File: config.mk
export PLATFORM = sky130hd
export DESIGN_NAME = fcpm_index
export DESIGN_NICKNAME = d
export VERILOG_FILES = /design/src/design/fcpm_pkg.sv /design/src/design/fcpm_div.sv /design/src/design/fcpm_index.sv
export SDC_FILE = /design/constraint.sdc
export NUM_CORES = 1
export LEC_CHECK = 0
export ABC_AREA = 1
export BUFFER_PORTS_ARGS = -buffer_cell sky130_fd_sc_hd__buf_2
export CAP_MARGIN = 15
export CORE_MARGIN = 8
export CORE_UTILIZATION = 42
export DETAILED_ROUTE_END_ITERATION = 10
export PLACE_DENSITY = 0.56
export SLEW_MARGIN = 20
export SYNTH_ARGS = -nofsm -noshare
export SYNTH_HDL_FRONTEND = slang
export SYNTH_HIERARCHICAL = 1
export SYNTH_SLANG_ARGS = --single-unit
File: constraint.sdc
create_clock -name clock -period 4.75 [get_ports clock]
set_input_delay 0 -clock clock [delete_from_list [all_inputs] [get_ports clock]]
set_output_delay 0 -clock clock [all_outputs]
set_load 0.005 [all_outputs]
File: src/design/fcpm_pkg.sv
// Shared widths, codes and status types of the false-color palette mapper.
package fcpm_pkg;

   // Field and register widths fixed by the interface.
   localparam int CFG_W       = 32;
   localparam int CSR_INDEX_W = 2;
   localparam int POS_W       = 9;
   localparam int COMP_W      = 8;
   localparam int COLOR_W     = 24;

   // Ramp arithmetic: components held in unsigned 8.12 fixed point.
   localparam int RAMP_FRAC = 12;
   localparam int RAMP_Q_W  = 20;
   localparam int ACC_W     = 22;

   // Command codes of an input transaction.
   localparam logic CMD_POINT  = 1'b0;
   localparam logic CMD_SAMPLE = 1'b1;

   // Configuration register indexes.
   localparam logic [CSR_INDEX_W-1:0] CSR_RANGE_MIN     = 2'd0;
   localparam logic [CSR_INDEX_W-1:0] CSR_RANGE_SPAN    = 2'd1;
   localparam logic [CSR_INDEX_W-1:0] CSR_DEFAULT_VALUE = 2'd2;
   localparam logic [CSR_INDEX_W-1:0] CSR_DEFAULT_COLOR = 2'd3;

   // Configuration reset values.
   localparam logic [CFG_W-1:0]   RANGE_MIN_RESET     = 32'd0;
   localparam logic [CFG_W-1:0]   RANGE_SPAN_RESET    = 32'd1;
   localparam logic [CFG_W-1:0]   DEFAULT_VALUE_RESET = 32'd0;
   localparam logic [COLOR_W-1:0] DEFAULT_COLOR_RESET = 24'hFF00FF;

   // Status of the ramp engine toward the top level.
   typedef struct packed {
      logic wr_en;
      logic done;
   } ramp_status_type;

   // Status of the index unit toward the top level.
   typedef struct packed {
      logic done;
      logic is_default;
   } index_status_type;

endpackage

File: src/design/fcpm_div.sv
// Iterative restoring divider that produces one quotient bit per cycle.
module fcpm_div #(
   parameter int DVW = 32,
   parameter int QW  = 8
) (
   input  logic           clock,
   input  logic           reset,
   input  logic           start,
   input  logic [DVW+QW-1:0] dividend,
   input  logic [DVW-1:0] divisor,
   output logic [QW-1:0]  quotient,
   output logic           done
);

   localparam int RW = DVW + QW;
   localparam int CW = $clog2(QW + 1);

   logic          busy_ff, busy_in;
   logic          done_ff, done_in;
   logic [CW-1:0] cnt_ff, cnt_in;
   logic [RW-1:0] rem_ff, rem_in;
   logic [RW-1:0] dsh_ff, dsh_in;
   logic [QW-1:0] quo_ff, quo_in;
   logic          fits;

   // The caller guarantees that the quotient fits in QW bits.
   assign fits = (rem_ff >= dsh_ff);

   // One trial subtraction per cycle, divisor shifted right each step.
   always_comb begin
      busy_in = busy_ff;
      done_in = 1'b0;
      cnt_in  = cnt_ff;
      rem_in  = rem_ff;
      dsh_in  = dsh_ff;
      quo_in  = quo_ff;
      if (start) begin
         busy_in = 1'b1;
         cnt_in  = CW'(QW);
         rem_in  = dividend;
         dsh_in  = RW'(divisor) << (QW - 1);
         quo_in  = '0;
      end else if (busy_ff) begin
         if (fits) begin
            rem_in = rem_ff - dsh_ff;
         end
         quo_in = {quo_ff[QW-2:0], fits};
         dsh_in = dsh_ff >> 1;
         cnt_in = cnt_ff - 1'b1;
         if (cnt_ff == CW'(1)) begin
            busy_in = 1'b0;
            done_in = 1'b1;
         end
      end
   end

   // Control registers.
   always_ff @(posedge clock) begin
      if (reset) begin
         busy_ff <= 1'b0;
         done_ff <= 1'b0;
         cnt_ff  <= '0;
      end else begin
         busy_ff <= busy_in;
         done_ff <= done_in;
         cnt_ff  <= cnt_in;
      end
   end

   // Datapath registers.
   always_ff @(posedge clock) begin
      rem_ff <= rem_in;
      dsh_ff <= dsh_in;
      quo_ff <= quo_in;
   end

   assign quotient = quo_ff;
   assign done     = done_ff;

endmodule

File: src/design/fcpm_index.sv
// Index unit: normalizes a sample against the range and finds its palette entry.
module fcpm_index #(
   parameter int ENTRIES     = 256,
   parameter int SAMPLE_BITS = 32,
   localparam int IW = $clog2(ENTRIES)
) (
   input  logic                              clock,
   input  logic                              reset,
   input  logic                              start,
   input  logic signed [SAMPLE_BITS-1:0]     sample,
   input  logic signed [fcpm_pkg::CFG_W-1:0] range_min,
   input  logic [fcpm_pkg::CFG_W-1:0]        range_span,
   input  logic signed [fcpm_pkg::CFG_W-1:0] default_value,
   output fcpm_pkg::index_status_type        status,
   output logic [IW-1:0]                     index
);

   localparam int CW  = fcpm_pkg::CFG_W;
   localparam int XW  = ((SAMPLE_BITS > CW) ? SAMPLE_BITS : CW) + 1;
   localparam int PRW = CW + IW;

   localparam logic [1:0] IX_IDLE   = 2'd0;
   localparam logic [1:0] IX_CHECK  = 2'd1;
   localparam logic [1:0] IX_DECIDE = 2'd2;
   localparam logic [1:0] IX_DIV    = 2'd3;

   logic [1:0]     phase_ff, phase_in;
   logic           done_ff, done_in;
   logic           def_ff, def_in;
   logic           neg_ff, neg_in;
   logic           over_ff, over_in;
   logic [XW-1:0]  d_ff, d_in;
   logic [PRW-1:0] prod_ff, prod_in;
   logic [IW-1:0]  index_ff, index_in;
   logic signed [XW-1:0] vx;
   logic signed [XW-1:0] mnx;
   logic signed [XW-1:0] dvx;
   logic [CW-1:0]  span_eff;
   logic           div_start;
   logic           div_done;
   logic [IW-1:0]  div_quo;

   // Sign-extend everything to a common width so the difference cannot wrap.
   assign vx       = XW'(sample);
   assign mnx      = XW'(range_min);
   assign dvx      = XW'(default_value);
   assign span_eff = (range_span == '0) ? CW'(1) : range_span;

   // Subtract, then classify and scale, then divide only for in-range samples.
   always_comb begin
      phase_in  = phase_ff;
      done_in   = 1'b0;
      def_in    = def_ff;
      neg_in    = neg_ff;
      over_in   = over_ff;
      d_in      = d_ff;
      prod_in   = prod_ff;
      index_in  = index_ff;
      div_start = 1'b0;
      unique case (phase_ff)
         IX_IDLE: begin
            if (start) begin
               phase_in = IX_CHECK;
               d_in     = vx - mnx;
               def_in   = (vx == dvx);
            end
         end
         IX_CHECK: begin
            phase_in = IX_DECIDE;
            neg_in   = d_ff[XW-1];
            over_in  = (d_ff >= XW'(span_eff));
            prod_in  = PRW'(d_ff[CW-1:0]) * PRW'(ENTRIES - 1);
         end
         IX_DECIDE: begin
            if (def_ff || neg_ff) begin
               index_in = '0;
               done_in  = 1'b1;
               phase_in = IX_IDLE;
            end else if (over_ff) begin
               index_in = IW'(ENTRIES - 1);
               done_in  = 1'b1;
               phase_in = IX_IDLE;
            end else begin
               div_start = 1'b1;
               phase_in  = IX_DIV;
            end
         end
         IX_DIV: begin
            if (div_done) begin
               index_in = div_quo;
               done_in  = 1'b1;
               phase_in = IX_IDLE;
            end
         end
      endcase
   end

   // The offset is below the span here, so the quotient stays below ENTRIES.
   fcpm_div #(
      .DVW (CW),
      .QW  (IW)
   ) u_div (
      .clock    (clock),
      .reset    (reset),
      .start    (div_start),
      .dividend (prod_ff),
      .divisor  (span_eff),
      .quotient (div_quo),
      .done     (div_done)
   );

   // Control registers.
   always_ff @(posedge clock) begin
      if (reset) begin
         phase_ff <= IX_IDLE;
         done_ff  <= 1'b0;
      end else begin
         phase_ff <= phase_in;
         done_ff  <= done_in;
      end
   end

   // Datapath registers.
   always_ff @(posedge clock) begin
      def_ff   <= def_in;
      neg_ff   <= neg_in;
      over_ff  <= over_in;
      d_ff     <= d_in;
      prod_ff  <= prod_in;
      index_ff <= index_in;
   end

   assign status.done       = done_ff;
   assign status.is_default = def_ff;
   assign index             = index_ff;

endmodule

[Yosys cells after proc, flatten, opt, wreduce, memory -nomap -nowiden]
Index checks and enable logic that the tools add are counted.
Storage, ports and cells
  bits in registers: 180
  input port bits: 131
  word-level logic and storage cells: 71
Cells by class
  add/subtract/negate cells: 3
  multiply operators: 1
  order comparisons: 2
  eq/ne operators: 8
  muxes and demuxes: 28
  bitwise operators: 1
  reduce and logical (&&, ||, !) cells: 12
Operators with widths (count)
  two-way mux 40 bit: 3
  two-way mux 39 bit: 2
  >= comparator 40 x 39 -> 1 bit: 1
  multiplier 32 x 8 -> 40 bit (second input constant): 1
  subtractor 40 x 39 -> 40 bit: 1
  >= comparator 33 x 32 -> 1 bit: 1
  subtractor 32 x 32 -> 33 bit: 1
  == test 32 bit: 1
  logical NOT 32 bit: 1
  two-way mux 32 bit: 1
  two-way mux 8 bit: 3
  case mux 8 bit (2 select lines): 1
  two-way mux 1 bit: 10
  two-way mux 2 bit: 4
  two-way mux 4 bit: 2
  case mux 2 bit (4 select lines): 1
  AND reduction 2 bit: 3
  nonzero test 2 bit: 3
  == test 2 bit (second input constant): 2
  == test 4 x 1 -> 1 bit (second input constant): 1
  subtractor 4 x 1 -> 4 bit (second input constant): 1
  inequality test 3 bit (second input constant): 1
  AND reduction 3 bit: 1
  OR reduction 3 bit: 1
  other kinds (8): 8

[Depth between registers and ports, before layout]
  depth in word-level cells: 5
  gate-level depth with buffers: 21

[Hierarchy]
Netlist, hierarchy kept.
Modules (own cells, without submodules)
  fcpm_index: instances 1, cells an instance 1732, area each 13156.4 um^2, sequential area each 2582.5 um^2
  fcpm_div: instances 1, cells an instance 997, area each 6851.6 um^2, sequential area each 2582.5 um^2

[Worst setup path before layout]
Ideal clock, no wire load.
  path type: register to register
  from: register d_ff[16]
  to: register prod_ff[38] (data pin)
  arrival time: 3762 ps
  data required time: 4498 ps
  setup slack: 735 ps
  stages on the path, launching flop included: 20
  path buffers: 0
  cell sequence: edfxtp_1 fa_1 inv_1 fa_1 inv_1 fa_1 inv_1 fa_1 inv_1 ha_1 nand2_1 inv_1 nand2_1 inv_1 a21oi_1 nand3_2 nand2_1 nand2_1 nand2_1 nand2_1
Between the ends
  word-level cells in the longest chain between the ends: 1
Ends and longest elaborated chain
  from (decl): line fcpm_index.sv:32  | logic [XW-1:0] d_ff, d_in;
  from (signal assigned): line fcpm_index.sv:128  | d_ff <= d_in;
  multiplier 32 x 8 -> 40 bit: line fcpm_index.sv:72  | prod_in = PRW'(d_ff[CW-1:0]) * PRW'(ENTRIES - 1);
  to (signal assigned): line fcpm_index.sv:129  | prod_ff <= prod_in;
  to (decl): line fcpm_index.sv:33  | logic [PRW-1:0] prod_ff, prod_in;
Every way passes these cells.
A chain may end at the register's enable or synchronous reset.

[Final worst setup path]
  from: register d_ff[17]
  to: register prod_ff[38] (data pin)
The elaborated chain is that of the path after synthesis.

==> impl_metrics.ini <==
[final_layout]
final_nets = 3332
drive_gt1_share_pct = 9.08
layout.cells.non_filler = 3512
area_delta_synth_final_pct = 11.4
antenna_cells = 0
fillers = 4883

[clock_network]
numCtsBuffers = 17
cts.clk_slew.worst_paths_ns = 0.08
clock_latency_ns = 0.46
htree_levels = 4
cts_tree = done
clkSinkCount = 180
cts.path.max_buffers = 2
cts_root_buf = clkbuf_16

[hold_path]
min_delay_worst_endpoint = d_ff[0]
hp-start = sample[0]
hold_path.class = in -> reg
holdPathStages = 4

[timing]
fin_crit_ns = 4.56
slew_violations = 0
worst_pin_slew_ns = 0.896
clock.fmax_ghz = 0.219
max_slew_margin_pct = 40.2
fin_skew_ns = 0.0115
setup_tns_ns = 0
finalCritPeriodShare_pct = 96.0
timing.hold.ws_ns = 0.0323
finalSetupViolations = 0
rsz0062_at_grt = no
hold_viol = 0

[floorplanning]
core_area_um2 = 47300
std_cell_rows = 80
die-area_um2 = 54900
ioPinCount = 141
initial_core_util_pct = 42.3
die_width_um = 234
dieHeight_um = 234

[global_route]
grt_max_degree = 93
antenna_found_initial = 1
grt_overflow = 0
grt_usage_pct = 21.4
grt_pass1_wl_mm = 91.4
grt_pass1_vias = 17900

[worst_setup_path]
r2r-start = d_ff[17]
setup.worst_path.end_class = flip-flop
crit_arrival_ns = 4.78
cp_max_fo = 6
path_class = reg -> reg
r2r_end = prod_ff[38]
rrSetupSlack_ns = 0.19
rr_worst_depth = 19
worst_ep_required_time_ns = 4.97
critPathLaunchType = flip-flop

[yosys]
post_synth.cell_area_avg_um2 = 7.33
yosys.area.top_type_share_pct = 23.4
netlist_area_um2 = 20000
yosys.area.top_type = edfxtp_1
async_reset_ff_share_pct = 0
synth-seq-cells = 180
synth_fp_nets = 3177
synth_cell_type_count = 42
ys_seq_area_share_pct = 25.8
synthTopCellsByCount = 779 x nand2_1, 621 x inv_1, 196 x nor2_1, 165 x ha_1, 156 x edfxtp_1
netlist_instances = 2729
synth-edff-count = 156
synth_area_leaders = edfxtp_1 23%, fa_1 15%, nand2_1 15%, inv_1 12%, ha_1 10%
synth_flop_cell = edfxtp_1
synth_most_common_cell = nand2_1
yosys_warnings = 6

[routing]
met2_length_mm = 28.9
dr.pass1.iters = 5
wl_met3_mm = 1.82
wire_per_inst_um = 16.4
routed-via-count = 17000
detail-route-antenna-nets = 0
wl_met1_mm = 24.9
remaining_drc_errors = 0
drt-total-wl_mm = 57.5
via_per_inst = 4.83
first_iter_violations = 760
top_layer = met4

[status]
status = finished clean

[placement]
gp_congestion = 0.957
port_buffers = 140
dp_cells = 3443
hpwlAfterDp_mm = 49.1

[job]
maxCapViolCount = 0
==> through the flow <==
step	worst slack [ns]	utilization (%)	instance area [um2]
2_1_floorplan	0.735	-	20000
3_3_place_gp	0.133	45.1	21400
3_5_place_dp	0.121	45.1	21400
4_1_cts	0.113	47.1	22300
5_1_grt	0.00000355	47.1	22300
6_report	0.190	47.1	22300
==> final cells by class <==
| class | count | area [um2] | share of cell area (%) |
|---|---|---|---|
| well taps | 615 | 769 | 3.45 |
| multi-input cells | 1871 | 12300 | 55.2 |
| repair buffers | 187 | 1140 | 5.12 |
| flip-flops and latches | 180 | 5160 | 23.2 |
| clock buffers | 17 | 425 | 1.91 |
| inverters | 627 | 2350 | 10.6 |
| clock inverters | 15 | 144 | 0.645 |
==> critical path, cell delays in order (launching register included) <==
cell	delay, ns
edfxtp_1	0.55
fa_1	0.63
inv_1	0.08
fa_1	0.47
inv_1	0.05
fa_1	0.47
inv_1	0.05
fa_1	0.47
inv_1	0.04
ha_1	0.34
nand2_1	0.09
inv_1	0.06
nand2_1	0.19
inv_1	0.06
a21oi_1	0.22
nand3_2	0.20
nand2_1	0.16
nand2_1	0.07
nand2_1	0.06
nand2_1	0.04
==> registers in the layout, indices dropped and copies added, names as in the netlist, 2 cells and up <==
| name | flops |
|---|---|
| phase_ff | 2 |
| index | 8 |
| u_div/rem_ff | 40 |
| u_div/cnt_ff | 4 |
| u_div/dsh_ff | 39 |
| u_div/quotient | 8 |
| d_ff | 33 |
| prod_ff | 40 |
==> logic make-up (layout without fill, tap and decap cells) <==
| family | count (synthesis) | count (layout) | synth area share (%) |
|---|---|---|---|
| and+or+nand+nor | 1218 | 1218 | 25.5 |
| buffers and inverters | 678 | 846 | 12.8 |
| adders and majority gates | 317 | 317 | 25.5 |
| AOI/OAI and AO/OA | 260 | 260 | 7.02 |
| DFF | 180 | 180 | 25.8 |
| xor gates and xnor gates | 76 | 76 | 3.33 |
==> layout by cell type, fill, tap and decap left out, types with 6 or more instances in the layout <==
cell type | synthesis | routed
or2_2 | 6 | 6
ha_1 | 165 | 165
o22ai_1 | 11 | 11
o21ai_1 | 9 | 9
nand3_2 | 16 | 16
nor3_1 | 32 | 31
o21bai_1 | 14 | 14
inv_2 | 6 | 10
inv_1 | 621 | 617
dlygate4sd3_1 | 0 | 35
fa_1 | 152 | 152
edfxtp_1 | 156 | 156
xor2_1 | 32 | 32
nand4_1 | 33 | 33
buf_2 | 3 | 140
nand3_1 | 100 | 100
xnor2_1 | 44 | 44
dfxtp_1 | 24 | 24
nor2_1 | 196 | 195
clkbuf_16 | 0 | 17
nand2_1 | 779 | 779
buf_4 | 2 | 12
a21oi_1 | 114 | 114
o21ai_0 | 93 | 93
nand2_2 | 32 | 32
==> layer usage <==
metal / vias up / global-route usage (%)
met5: - / 0
met3: 88 / 2.47
met2: 362 / 39.6
met1: 7783 / 25.2
li1: 8745 / -
met4: 0 / 8.04
==> worst max path at each step <==
stage	to	from
2_1_floorplan	prod_ff[38]	d_ff[16]
3_3_place_gp	prod_ff[38]	d_ff[15]
3_5_place_dp	prod_ff[38]	d_ff[15]
4_1_cts	prod_ff[38]	d_ff[15]
5_1_grt	prod_ff[38]	d_ff[17]
6_report	prod_ff[38]	d_ff[17]
==> what timing repair did <==
item / CTS / global route
resized for setup: 0 / 3
endpoints found under the setup margin: 0 / 2
endpoints found under the hold margin: 42 / 0
buffers inserted: 0 / 2
hold buffers: 35 / 0
Power is not shown: default switching activity piles up to over one toggle a cycle in this logic, so the estimate is an artifact.
