==> src/design/fcpm_pkg.sv <==
// Shared widths, codes and status types of the false-color palette mapper.
package fcpm_pkg;

   // Field and register widths fixed by the interface.
   localparam int CFG_W       = 32;
   localparam int CSR_INDEX_W = 2;
   localparam int POS_W       = 9;
   localparam int COMP_W      = 8;
   localparam int COLOR_W     = 24;

   // Ramp arithmetic: components held in unsigned 8.12 fixed point.
   localparam int RAMP_FRAC = 12;
   localparam int RAMP_Q_W  = 20;
   localparam int ACC_W     = 22;

   // Command codes of an input transaction.
   localparam logic CMD_POINT  = 1'b0;
   localparam logic CMD_SAMPLE = 1'b1;

   // Configuration register indexes.
   localparam logic [CSR_INDEX_W-1:0] CSR_RANGE_MIN     = 2'd0;
   localparam logic [CSR_INDEX_W-1:0] CSR_RANGE_SPAN    = 2'd1;
   localparam logic [CSR_INDEX_W-1:0] CSR_DEFAULT_VALUE = 2'd2;
   localparam logic [CSR_INDEX_W-1:0] CSR_DEFAULT_COLOR = 2'd3;

   // Configuration reset values.
   localparam logic [CFG_W-1:0]   RANGE_MIN_RESET     = 32'd0;
   localparam logic [CFG_W-1:0]   RANGE_SPAN_RESET    = 32'd1;
   localparam logic [CFG_W-1:0]   DEFAULT_VALUE_RESET = 32'd0;
   localparam logic [COLOR_W-1:0] DEFAULT_COLOR_RESET = 24'hFF00FF;

   // Status of the ramp engine toward the top level.
   typedef struct packed {
      logic wr_en;
      logic done;
   } ramp_status_type;

   // Status of the index unit toward the top level.
   typedef struct packed {
      logic done;
      logic is_default;
   } index_status_type;

endpackage

==> src/design/fcpm_div.sv <==
// Iterative restoring divider that produces one quotient bit per cycle.
module fcpm_div #(
   parameter int DVW = 32,
   parameter int QW  = 8
) (
   input  logic           clock,
   input  logic           reset,
   input  logic           start,
   input  logic [DVW+QW-1:0] dividend,
   input  logic [DVW-1:0] divisor,
   output logic [QW-1:0]  quotient,
   output logic           done
);

   localparam int RW = DVW + QW;
   localparam int CW = $clog2(QW + 1);

   logic          busy_ff, busy_in;
   logic          done_ff, done_in;
   logic [CW-1:0] cnt_ff, cnt_in;
   logic [RW-1:0] rem_ff, rem_in;
   logic [RW-1:0] dsh_ff, dsh_in;
   logic [QW-1:0] quo_ff, quo_in;
   logic          fits;

   // The caller guarantees that the quotient fits in QW bits.
   assign fits = (rem_ff >= dsh_ff);

   // One trial subtraction per cycle, divisor shifted right each step.
   always_comb begin
      busy_in = busy_ff;
      done_in = 1'b0;
      cnt_in  = cnt_ff;
      rem_in  = rem_ff;
      dsh_in  = dsh_ff;
      quo_in  = quo_ff;
      if (start) begin
         busy_in = 1'b1;
         cnt_in  = CW'(QW);
         rem_in  = dividend;
         dsh_in  = RW'(divisor) << (QW - 1);
         quo_in  = '0;
      end else if (busy_ff) begin
         if (fits) begin
            rem_in = rem_ff - dsh_ff;
         end
         quo_in = {quo_ff[QW-2:0], fits};
         dsh_in = dsh_ff >> 1;
         cnt_in = cnt_ff - 1'b1;
         if (cnt_ff == CW'(1)) begin
            busy_in = 1'b0;
            done_in = 1'b1;
         end
      end
   end

   // Control registers.
   always_ff @(posedge clock) begin
      if (reset) begin
         busy_ff <= 1'b0;
         done_ff <= 1'b0;
         cnt_ff  <= '0;
      end else begin
         busy_ff <= busy_in;
         done_ff <= done_in;
         cnt_ff  <= cnt_in;
      end
   end

   // Datapath registers.
   always_ff @(posedge clock) begin
      rem_ff <= rem_in;
      dsh_ff <= dsh_in;
      quo_ff <= quo_in;
   end

   assign quotient = quo_ff;
   assign done     = done_ff;

endmodule

==> src/design/fcpm_ramp.sv <==
// Ramp engine: computes per-component slopes and streams the ramp entries.
module fcpm_ramp #(
   parameter int ENTRIES = 256,
   localparam int PW = $clog2(ENTRIES + 1),
   localparam int IW = $clog2(ENTRIES)
) (
   input  logic                         clock,
   input  logic                         reset,
   input  logic                         start,
   input  logic [PW-1:0]                bottom,
   input  logic [PW-1:0]                top,
   input  logic [fcpm_pkg::COLOR_W-1:0] color_lo,
   input  logic [fcpm_pkg::COLOR_W-1:0] color_hi,
   output fcpm_pkg::ramp_status_type    status,
   output logic [IW-1:0]                wr_addr,
   output logic [fcpm_pkg::COLOR_W-1:0] wr_data
);

   localparam int DW = PW + fcpm_pkg::RAMP_Q_W;
   localparam int AW = fcpm_pkg::ACC_W;
   localparam int CPW = fcpm_pkg::COMP_W;
   localparam int FR = fcpm_pkg::RAMP_FRAC;

   localparam logic [1:0] RS_IDLE  = 2'd0;
   localparam logic [1:0] RS_DIV   = 2'd1;
   localparam logic [1:0] RS_WRITE = 2'd2;

   logic [1:0]    state_ff, state_in;
   logic [PW-1:0] j_ff, j_in;
   logic [PW-1:0] last_ff, last_in;
   logic          neg_ff [3];
   logic          neg_in [3];
   logic signed [AW-1:0] acc_ff [3];
   logic signed [AW-1:0] acc_in [3];
   logic signed [AW-1:0] delta_ff [3];
   logic signed [AW-1:0] delta_in [3];
   logic signed [AW-1:0] acc_sum [3];
   logic [fcpm_pkg::RAMP_Q_W-1:0] quo [3];
   logic          div_done [3];
   logic [DW-1:0] dividend [3];
   logic [CPW-1:0] lo_c [3];
   logic [CPW-1:0] hi_c [3];
   logic [CPW-1:0] mag_c [3];
   logic [CPW-1:0] sat_c [3];
   logic [PW-1:0] span_n;
   logic          lanes_done;
   logic          wr_en;
   logic          done;

   // An accumulator below zero reads as 0, one past 8.12 range as full scale.
   function automatic logic [CPW-1:0] ramp_sat(input logic signed [AW-1:0] acc);
      if (acc[AW-1]) begin
         return '0;
      end else if (|acc[AW-2:FR+CPW]) begin
         return '1;
      end else begin
         return acc[FR+CPW-1:FR];
      end
   endfunction

   assign span_n = top - bottom;

   // One lane per color component; red sits in the top byte.
   for (genvar k = 0; k < 3; k++) begin : g_lane
      assign lo_c[k]  = color_lo[fcpm_pkg::COLOR_W-CPW*(k+1) +: CPW];
      assign hi_c[k]  = color_hi[fcpm_pkg::COLOR_W-CPW*(k+1) +: CPW];
      assign mag_c[k] = (hi_c[k] >= lo_c[k]) ? (hi_c[k] - lo_c[k]) : (lo_c[k] - hi_c[k]);
      assign dividend[k] = DW'({mag_c[k], {FR{1'b0}}});

      fcpm_div #(
         .DVW (PW),
         .QW  (fcpm_pkg::RAMP_Q_W)
      ) u_div (
         .clock    (clock),
         .reset    (reset),
         .start    (start),
         .dividend (dividend[k]),
         .divisor  (span_n),
         .quotient (quo[k]),
         .done     (div_done[k])
      );

      assign acc_sum[k] = acc_ff[k] + delta_ff[k];
      assign sat_c[k]   = ramp_sat(acc_sum[k]);
   end

   assign lanes_done = div_done[0] & div_done[1] & div_done[2];

   // Sequencer: slope division, then one palette entry per cycle.
   always_comb begin
      state_in = state_ff;
      j_in     = j_ff;
      last_in  = last_ff;
      wr_en    = 1'b0;
      done     = 1'b0;
      for (int k = 0; k < 3; k++) begin
         neg_in[k]   = neg_ff[k];
         acc_in[k]   = acc_ff[k];
         delta_in[k] = delta_ff[k];
      end
      unique case (state_ff)
         RS_IDLE: begin
            if (start) begin
               state_in = RS_DIV;
               j_in     = bottom + 1'b1;
               last_in  = top - 1'b1;
               for (int k = 0; k < 3; k++) begin
                  neg_in[k] = (hi_c[k] < lo_c[k]);
                  acc_in[k] = AW'({lo_c[k], {FR{1'b0}}});
               end
            end
         end
         RS_DIV: begin
            if (lanes_done) begin
               state_in = RS_WRITE;
               for (int k = 0; k < 3; k++) begin
                  delta_in[k] = neg_ff[k] ? -AW'(quo[k]) : AW'(quo[k]);
               end
            end
         end
         RS_WRITE: begin
            wr_en = 1'b1;
            j_in  = j_ff + 1'b1;
            for (int k = 0; k < 3; k++) begin
               acc_in[k] = acc_sum[k];
            end
            if (j_ff == last_ff) begin
               done     = 1'b1;
               state_in = RS_IDLE;
            end
         end
         default: begin
            state_in = RS_IDLE;
         end
      endcase
   end

   // Control register.
   always_ff @(posedge clock) begin
      if (reset) begin
         state_ff <= RS_IDLE;
      end else begin
         state_ff <= state_in;
      end
   end

   // Datapath registers.
   always_ff @(posedge clock) begin
      j_ff    <= j_in;
      last_ff <= last_in;
      for (int k = 0; k < 3; k++) begin
         neg_ff[k]   <= neg_in[k];
         acc_ff[k]   <= acc_in[k];
         delta_ff[k] <= delta_in[k];
      end
   end

   assign status.wr_en = wr_en;
   assign status.done  = done;
   assign wr_addr      = j_ff[IW-1:0];
   assign wr_data      = {sat_c[0], sat_c[1], sat_c[2]};

endmodule

==> config.mk <==
export PLATFORM = sky130hd
export DESIGN_NAME = fcpm_ramp
export DESIGN_NICKNAME = d
export VERILOG_FILES = /design/src/design/fcpm_pkg.sv /design/src/design/fcpm_div.sv /design/src/design/fcpm_ramp.sv
export SDC_FILE = /design/constraint.sdc
export NUM_CORES = 1
export LEC_CHECK = 0
export ABC_AREA = 1
export BUFFER_PORTS_ARGS = -buffer_cell sky130_fd_sc_hd__buf_4
export CAP_MARGIN = 20
export CORE_MARGIN = 2
export CORE_UTILIZATION = 44
export CTS_CLUSTER_SIZE = 28
export DETAILED_ROUTE_END_ITERATION = 8
export PLACE_DENSITY = 0.68
export SLEW_MARGIN = 20
export SYNTH_ARGS = -nofsm -noshare
export SYNTH_HDL_FRONTEND = slang
export SYNTH_HIERARCHICAL = 1
export SYNTH_SLANG_ARGS = --single-unit
==> constraint.sdc <==
create_clock -name clock -period 6.9 [get_ports clock]
set_clock_uncertainty 0.1 [all_clocks]
set_input_delay 1.38 -clock clock [delete_from_list [all_inputs] [get_ports clock]]
set_output_delay 1.38 -clock clock [all_outputs]
set_load 0.05 [all_outputs]
After elaboration in Yosys (flattened, before gate mapping)
Memories as Yosys holds them, arrays and structs flattened.
Index checks and enable logic that the tools add are counted.
{"block": "op_classes", "order_cmp": 9, "muxes": 60, "n_addsub": 22, "reduce_logical": 21, "n_bitwise": 5, "eq_ne": 9}
{"op": "66-bit 2-to-1 mux", "count": 3}
{"op": "20-bit 2-to-1 mux", "count": 9}
{"op": "28-bit 2-to-1 mux", "count": 6}
{"op": "66-bit one-hot mux with 2 select lines", "count": 1}
{"op": "29-bit by 28-bit >= comparator with 1-bit output", "count": 3}
{"op": "29-bit by 28-bit subtractor with 29-bit output", "count": 3}
{"op": "8-bit 2-to-1 mux", "count": 9}
{"op": "22-bit adder", "count": 3}
{"op": "22-bit 2-to-1 mux", "count": 3}
{"op": "20-bit negator with 22-bit output", "count": 3}
{"op": "8-bit subtractor", "count": 6}
{"op": "5-bit 2-to-1 mux", "count": 6}
{"op": "8-bit >= comparator", "count": 3}
{"op": "8-bit less-than comparator", "count": 3}
{"op": "9-bit by 1-bit adder with 9-bit output, second input constant", "count": 2}
{"op": "9-bit one-hot mux with 2 select lines", "count": 1}
{"op": "2-bit AND reduction", "count": 8}
{"op": "5-bit by 1-bit == test with 1-bit output, second input constant", "count": 3}
{"op": "1-bit 2-to-1 mux", "count": 15}
{"op": "5-bit by 1-bit subtractor with 5-bit output, second input constant", "count": 3}
{"op": "2-bit nonzero test", "count": 7}
{"op": "9-bit == test", "count": 1}
{"op": "9-bit 2-to-1 mux", "count": 1}
{"op": "3-bit OR reduction", "count": 3}
{"op": "13 further kinds", "count": 21}
{"block": "totals", "ramBits": 135, "ff_bits": 272, "inputBits": 69, "output_inout_bits": 34, "mem_count": 3}
{"name": "acc_ff", "depth": 3, "word_bits": 22, "read_ports": 3, "rd_clocked_by_memory_dff": 0, "wr": 3, "line_no": "fcpm_ramp.sv:33", "text": "logic signed [AW-1:0] acc_ff [3];"}
{"name": "delta_ff", "depth": 3, "word_bits": 22, "read_ports": 3, "rd_clocked_by_memory_dff": 0, "wr": 3, "line_no": "fcpm_ramp.sv:35", "text": "logic signed [AW-1:0] delta_ff [3];"}
{"name": "neg_ff", "depth": 3, "word_bits": 1, "read_ports": 3, "rd_clocked_by_memory_dff": 0, "wr": 3, "line_no": "fcpm_ramp.sv:31", "text": "logic neg_ff [3];"}

Depth between registers and ports, before layout
{"block": "depth", "depth_word": 4, "depth_mapped": 16}

Cells and area by module
Netlist, hierarchy kept.
{"mod": "fcpm_ramp", "n_inst": 1, "area_each_um2": 14236.2, "cells_each": 1997, "seq_area_each_um2": 4634.4}
{"mod": "fcpm_div at g_lane[1].u_div ...", "n_inst": 2, "area_each_um2": 5567.8, "cells_each": 837, "seq_area_each_um2": 2062.0}
{"mod": "fcpm_div at g_lane[0].u_div", "n_inst": 1, "area_each_um2": 5531.6, "cells_each": 836, "seq_area_each_um2": 2062.0}

Least setup slack after synthesis
Ideal clock, no wire load.
{"block": "synth_path", "path_kind": "register to register", "start": "register, netlist name g_lane[2].u_div/done", "end": "memory delta_ff[0][0] in the netlist's numbering, enable pin", "stages_incl_launch_ff": 3, "period_less_slack_ps": 5587, "arrival_time_ps": 4914, "setup_slack_ps": 1313, "required_time_ps": 6227, "path_cell_list": "dfxtp_1 -> nand3_1 -> nor3_1"}
{"element": "end: declaration", "line_no": "fcpm_ramp.sv:35"}

==> parameters.txt <==
Parameter                              Value

CTS
  Clock tree from TritonCTS    done
  Clk Latency, worst-skew pair    0.60 ns
  Master cell of the clock root buffer    sky130_fd_sc_hd__clkbuf_16
  Number of H-tree branching levels    2
  Inserted Clock Buffers    50
  Clock-pin slew on the worst setup and hold paths    0.06 ns
  Total clock sinks    407
  Number of buffers added for setup after CTS    0
  Number of buffers inserted for hold repair after clock tree synthesis    0
  Post-CTS resize count    0
  Deepest clock path buffer count    3

Power
  Static Leakage    17.52 nW
  Pint    0.005703 W
  Switching Fraction    38.28%
  Portion of total power attributed to combinational logic    38.2%
  Pwr/cell area    269.3 nW/um^2
  PnR Total Power    0.009241 W
  Power spent charging and discharging nets    0.003538 W
  Peak supply drop    222.9 uV
  Portion of total power attributed to the clock network    28.2%
  Sequential share of power    33.6%

Floorplanning
  Starting utilization of the core area    44.28%
  Die Footprint    72370 sq um
  Row count    97
  Num ports    103
  Die Span Y    269.0 um
  Die Width    269.0 um
  Area of the core    69790 sq um

Global route
  Number of antenna violations at the first check in global routing    1
  Total Routing Usage GR    21.11%
  Global-route wire length before repair    124.5 mm
  Vias in the first global route    25036
  Remaining Overflow, GRT    0
  Maximum number of pins on one net before global-route repair    76

Run
  MaxCap Viol Count    0

Worst setup path
  R2R cell count    12
  Capturing element type of the critical path    output pin
  Count of buffer and inverter cells on the critical path    4
  Family with the most delay on the worst path    simple AND/OR/NAND/NOR gates
  Number of gates on the worst path with buffers counted    17
  Worst reg2reg endpoint    g_lane[2].u_div/rem_ff[7]
  Reg2reg start    g_lane[2].u_div/rem_ff[25]
  Critical path class    flip-flop to output pin
  Delay of the slowest cell on the worst path    0.35 ns
  Launching element of the worst setup path    delta_ff[0][44]
  CP endpoint    wr_data[2]
  Critical Path Start Type    flip-flop
  Reg-to-reg setup timing slack    3.92 ns
  Most Frequent Cell on Critical Path    sky130_fd_sc_hd__nand2_1
  Required time at the worst-slack endpoint    5.42 ns
  Endpoint arrival time on the critical path    2.87 ns
  Crit path cell chain    ha_1 > inv_1 > fa_1 > inv_1 > nand2_1 > nand2_1 > and2_1 > nand2_1 > nand2_1 > nand2_1 > nand2_1 > nand2_1 > nand2_1 > nand2_1 > nand2_1 > inv_1 > buf_4
  Critical path's slowest cell    sky130_fd_sc_hd__fa_1
  Biggest fanout along the worst timing path    4

Final layout
  Final core utilization    49.17%
  Ratio of cells with drive above 1 in the final layout    6.829%
  Final design area excluding fillers    34310 sq um
  Post-layout nets    4923
  Area Growth Syn to Fin    11.03%

Synthesis
  Top cells by area, synth    sky130_fd_sc_hd__edfxtp_1 26%, sky130_fd_sc_hd__nand2_1 18%, sky130_fd_sc_hd__inv_1 9.1%, sky130_fd_sc_hd__dfxtp_1 9.1%, sky130_fd_sc_hd__ha_1 8.5%
  Synthesized instance count    4507
  Most frequent cell after synthesis    sky130_fd_sc_hd__nand2_1
  Area share of the largest cell type after synthesis    25.94%
  Number of synthesized flops with an enable pin    267
  Async SR Flop Fraction    0%
  YS warnings    6
  Share of synthesized area occupied by flip-flops and latches    35.01%
  Summed instance area of the synthesized netlist    30900 sq um
  Most used flip-flop cell after synthesis    sky130_fd_sc_hd__edfxtp_1
  Most numerous cell types in the synthesized netlist    1464 x sky130_fd_sc_hd__nand2_1, 747 x sky130_fd_sc_hd__inv_1, 417 x sky130_fd_sc_hd__nor2_1, 267 x sky130_fd_sc_hd__edfxtp_1, 230 x sky130_fd_sc_hd__o21ai_0
  Biggest area consumer among synthesized cells    sky130_fd_sc_hd__edfxtp_1
  Number of storage elements in the synthesis netlist    407
  Number of distinct library cells after synthesis    53
  Syn avg cell area    6.857 sq um

Placement
  Setup slack after placement    2.925 ns
  Number of port buffers    102
  Routability-driven placement congestion ratio    0.9202
  Detail Placement HPWL    59.05 mm
  Cell Area, Placed    32680 sq um

Timing
  Unrepaired setup endpoints after global routing    false
  Timing-limited maximum frequency    230.1 MHz
  Count of final max-slew check failures    0
  Endpoints failing hold    0
  Final period demand of the worst path    4.345 ns
  Slew at the pin closest to its max-slew limit    0.8229 ns
  PnR worst setup slack    2.555 ns
  Crit share post-route    62.97%
  Setup-failing EPs final    0
  Sum Neg Setup Slack    0 ns
  Relative slew slack    45.14%

Detailed routing
  Detailed Route WL    76.79 mm
  Post-detailed-route DRC marker count    0
  Number of vias per cell    4.849
  Routed length per placed instance    13.68 um
  Post-detailed-route count of antenna-violating nets    0
  Detailed-routing iteration count for the pre-antenna-repair pass    5
  Initial DRC count    1799
  Routed vias    27215

Outcome
  Outcome    completed

Min path
  Number of stages on the worst hold path    2
  Worst min path class    flip-flop to flip-flop
-- worst min path at each step --
stage	startpoint	end	slack, ns
final	g_lane[0].u_div/dsh_ff[14]	g_lane[0].u_div/dsh_ff[13]	0.38
after global routing	g_lane[2].u_div/dsh_ff[18]	g_lane[2].u_div/dsh_ff[17]	0.39
after CTS	g_lane[2].u_div/cnt_ff[4]	g_lane[2].u_div/cnt_ff[4]	0.38
after detailed placement	g_lane[2].u_div/cnt_ff[4]	g_lane[2].u_div/cnt_ff[4]	0.37
after global placement	g_lane[1].u_div/cnt_ff[4]	g_lane[1].u_div/cnt_ff[4]	0.36
after floorplan	g_lane[1].u_div/cnt_ff[4]	g_lane[1].u_div/cnt_ff[4]	0.34
-- metrics by stage --
stage / std cells / hold slack, ns
after CTS: 5611 / 0.3805
after global placement: 5518 / 0.3613
after floorplan: 4569 / 0.3422
final: 5612 / 0.3752
after global routing: 5612 / 0.3935
after detailed placement: 5518 / 0.3704
-- state kept, by name (all words and copies together), names as in the netlist --
register and flops:
state_ff 2, acc_ff 66, g_lane.u_div/rem_ff 87, neg_ff 3, g_lane.u_div/done 3, g_lane.u_div/busy_ff 3
g_lane.u_div/quotient 60, delta_ff 66, j_ff 9, g_lane.u_div/cnt_ff 15, g_lane.u_div/dsh_ff 84, last_ff 9
-- power by group through the flow --
stage	registers (W)	logic, W	clock network (W)
after CTS	0.00311	0.00352	0.00267
after detailed placement	0.00315	0.00350	0
after floorplan	0.00310	0.00272	0
final	0.00311	0.00353	0.00260
after global routing	0.00313	0.00404	0.00275
after global placement	0.00315	0.00346	0
-- cell families after synthesis --
kind of cell | after synthesis | synth area share (%)
other cells | 1 | 0.01213
simple gates | 2348 | 31.88
flops | 407 | 35.01
buf+inv | 864 | 10.89
fa+ha+maj | 224 | 9.385
compound gates | 528 | 9.000
xor+xnor | 135 | 3.826
-- per-layer routing --
metal	part of all wire, %	global-route usage, %
met1	49	30.28
met2	44	33.94
met3	4.9	2.621
met4	1.9	4.655
met5	0	0
-- cell usage in the layout, fill, tap and decap left out, types with 43 or more instances in the layout --
| master | instances |
|---|---|
| sky130_fd_sc_hd__a21oi_1 | 227 |
| sky130_fd_sc_hd__buf_4 | 114 |
| sky130_fd_sc_hd__clkbuf_16 | 53 |
| sky130_fd_sc_hd__conb_1 | 63 |
| sky130_fd_sc_hd__dfxtp_1 | 137 |
| sky130_fd_sc_hd__edfxtp_1 | 267 |
| sky130_fd_sc_hd__ha_1 | 211 |
| sky130_fd_sc_hd__inv_1 | 745 |
| sky130_fd_sc_hd__nand2_1 | 1463 |
| sky130_fd_sc_hd__nand3_1 | 226 |
| sky130_fd_sc_hd__nand3b_1 | 43 |
| sky130_fd_sc_hd__nor2_1 | 417 |
| sky130_fd_sc_hd__o21ai_0 | 230 |
| sky130_fd_sc_hd__xnor2_1 | 57 |
| sky130_fd_sc_hd__xor2_1 | 78 |
-- cell type report --
| type | count | area, sq um |
|---|---|---|
| diodes | 1 | 2.502 |
| clock buffers | 70 | 1420 |
| clock inverters | 23 | 202.7 |
| fillers | 6968 | 35470 |
| inverters | 759 | 2854 |
| multi-input cells | 3298 | 16980 |
| flip-flops and latches | 407 | 10820 |
| well taps | 940 | 1176 |
| repair buffers | 114 | 855.8 |
-- worst reg2reg max path, cell delays in order (launching register included) --
cell and delay [ns]:
sky130_fd_sc_hd__edfxtp_1 0.42, sky130_fd_sc_hd__ha_1 0.39, sky130_fd_sc_hd__nand2_1 0.13, sky130_fd_sc_hd__nor2_1 0.24, sky130_fd_sc_hd__nand2_1 0.08, sky130_fd_sc_hd__nor2_1 0.11
sky130_fd_sc_hd__nand2_1 0.06, sky130_fd_sc_hd__nand2_1 0.07, sky130_fd_sc_hd__nor2_1 0.04, sky130_fd_sc_hd__nand2_1 0.10, sky130_fd_sc_hd__nand2_1 0.09, sky130_fd_sc_hd__nand2_1 0.46
sky130_fd_sc_hd__buf_4 0.36
Power figures use the tool's default switching activity.
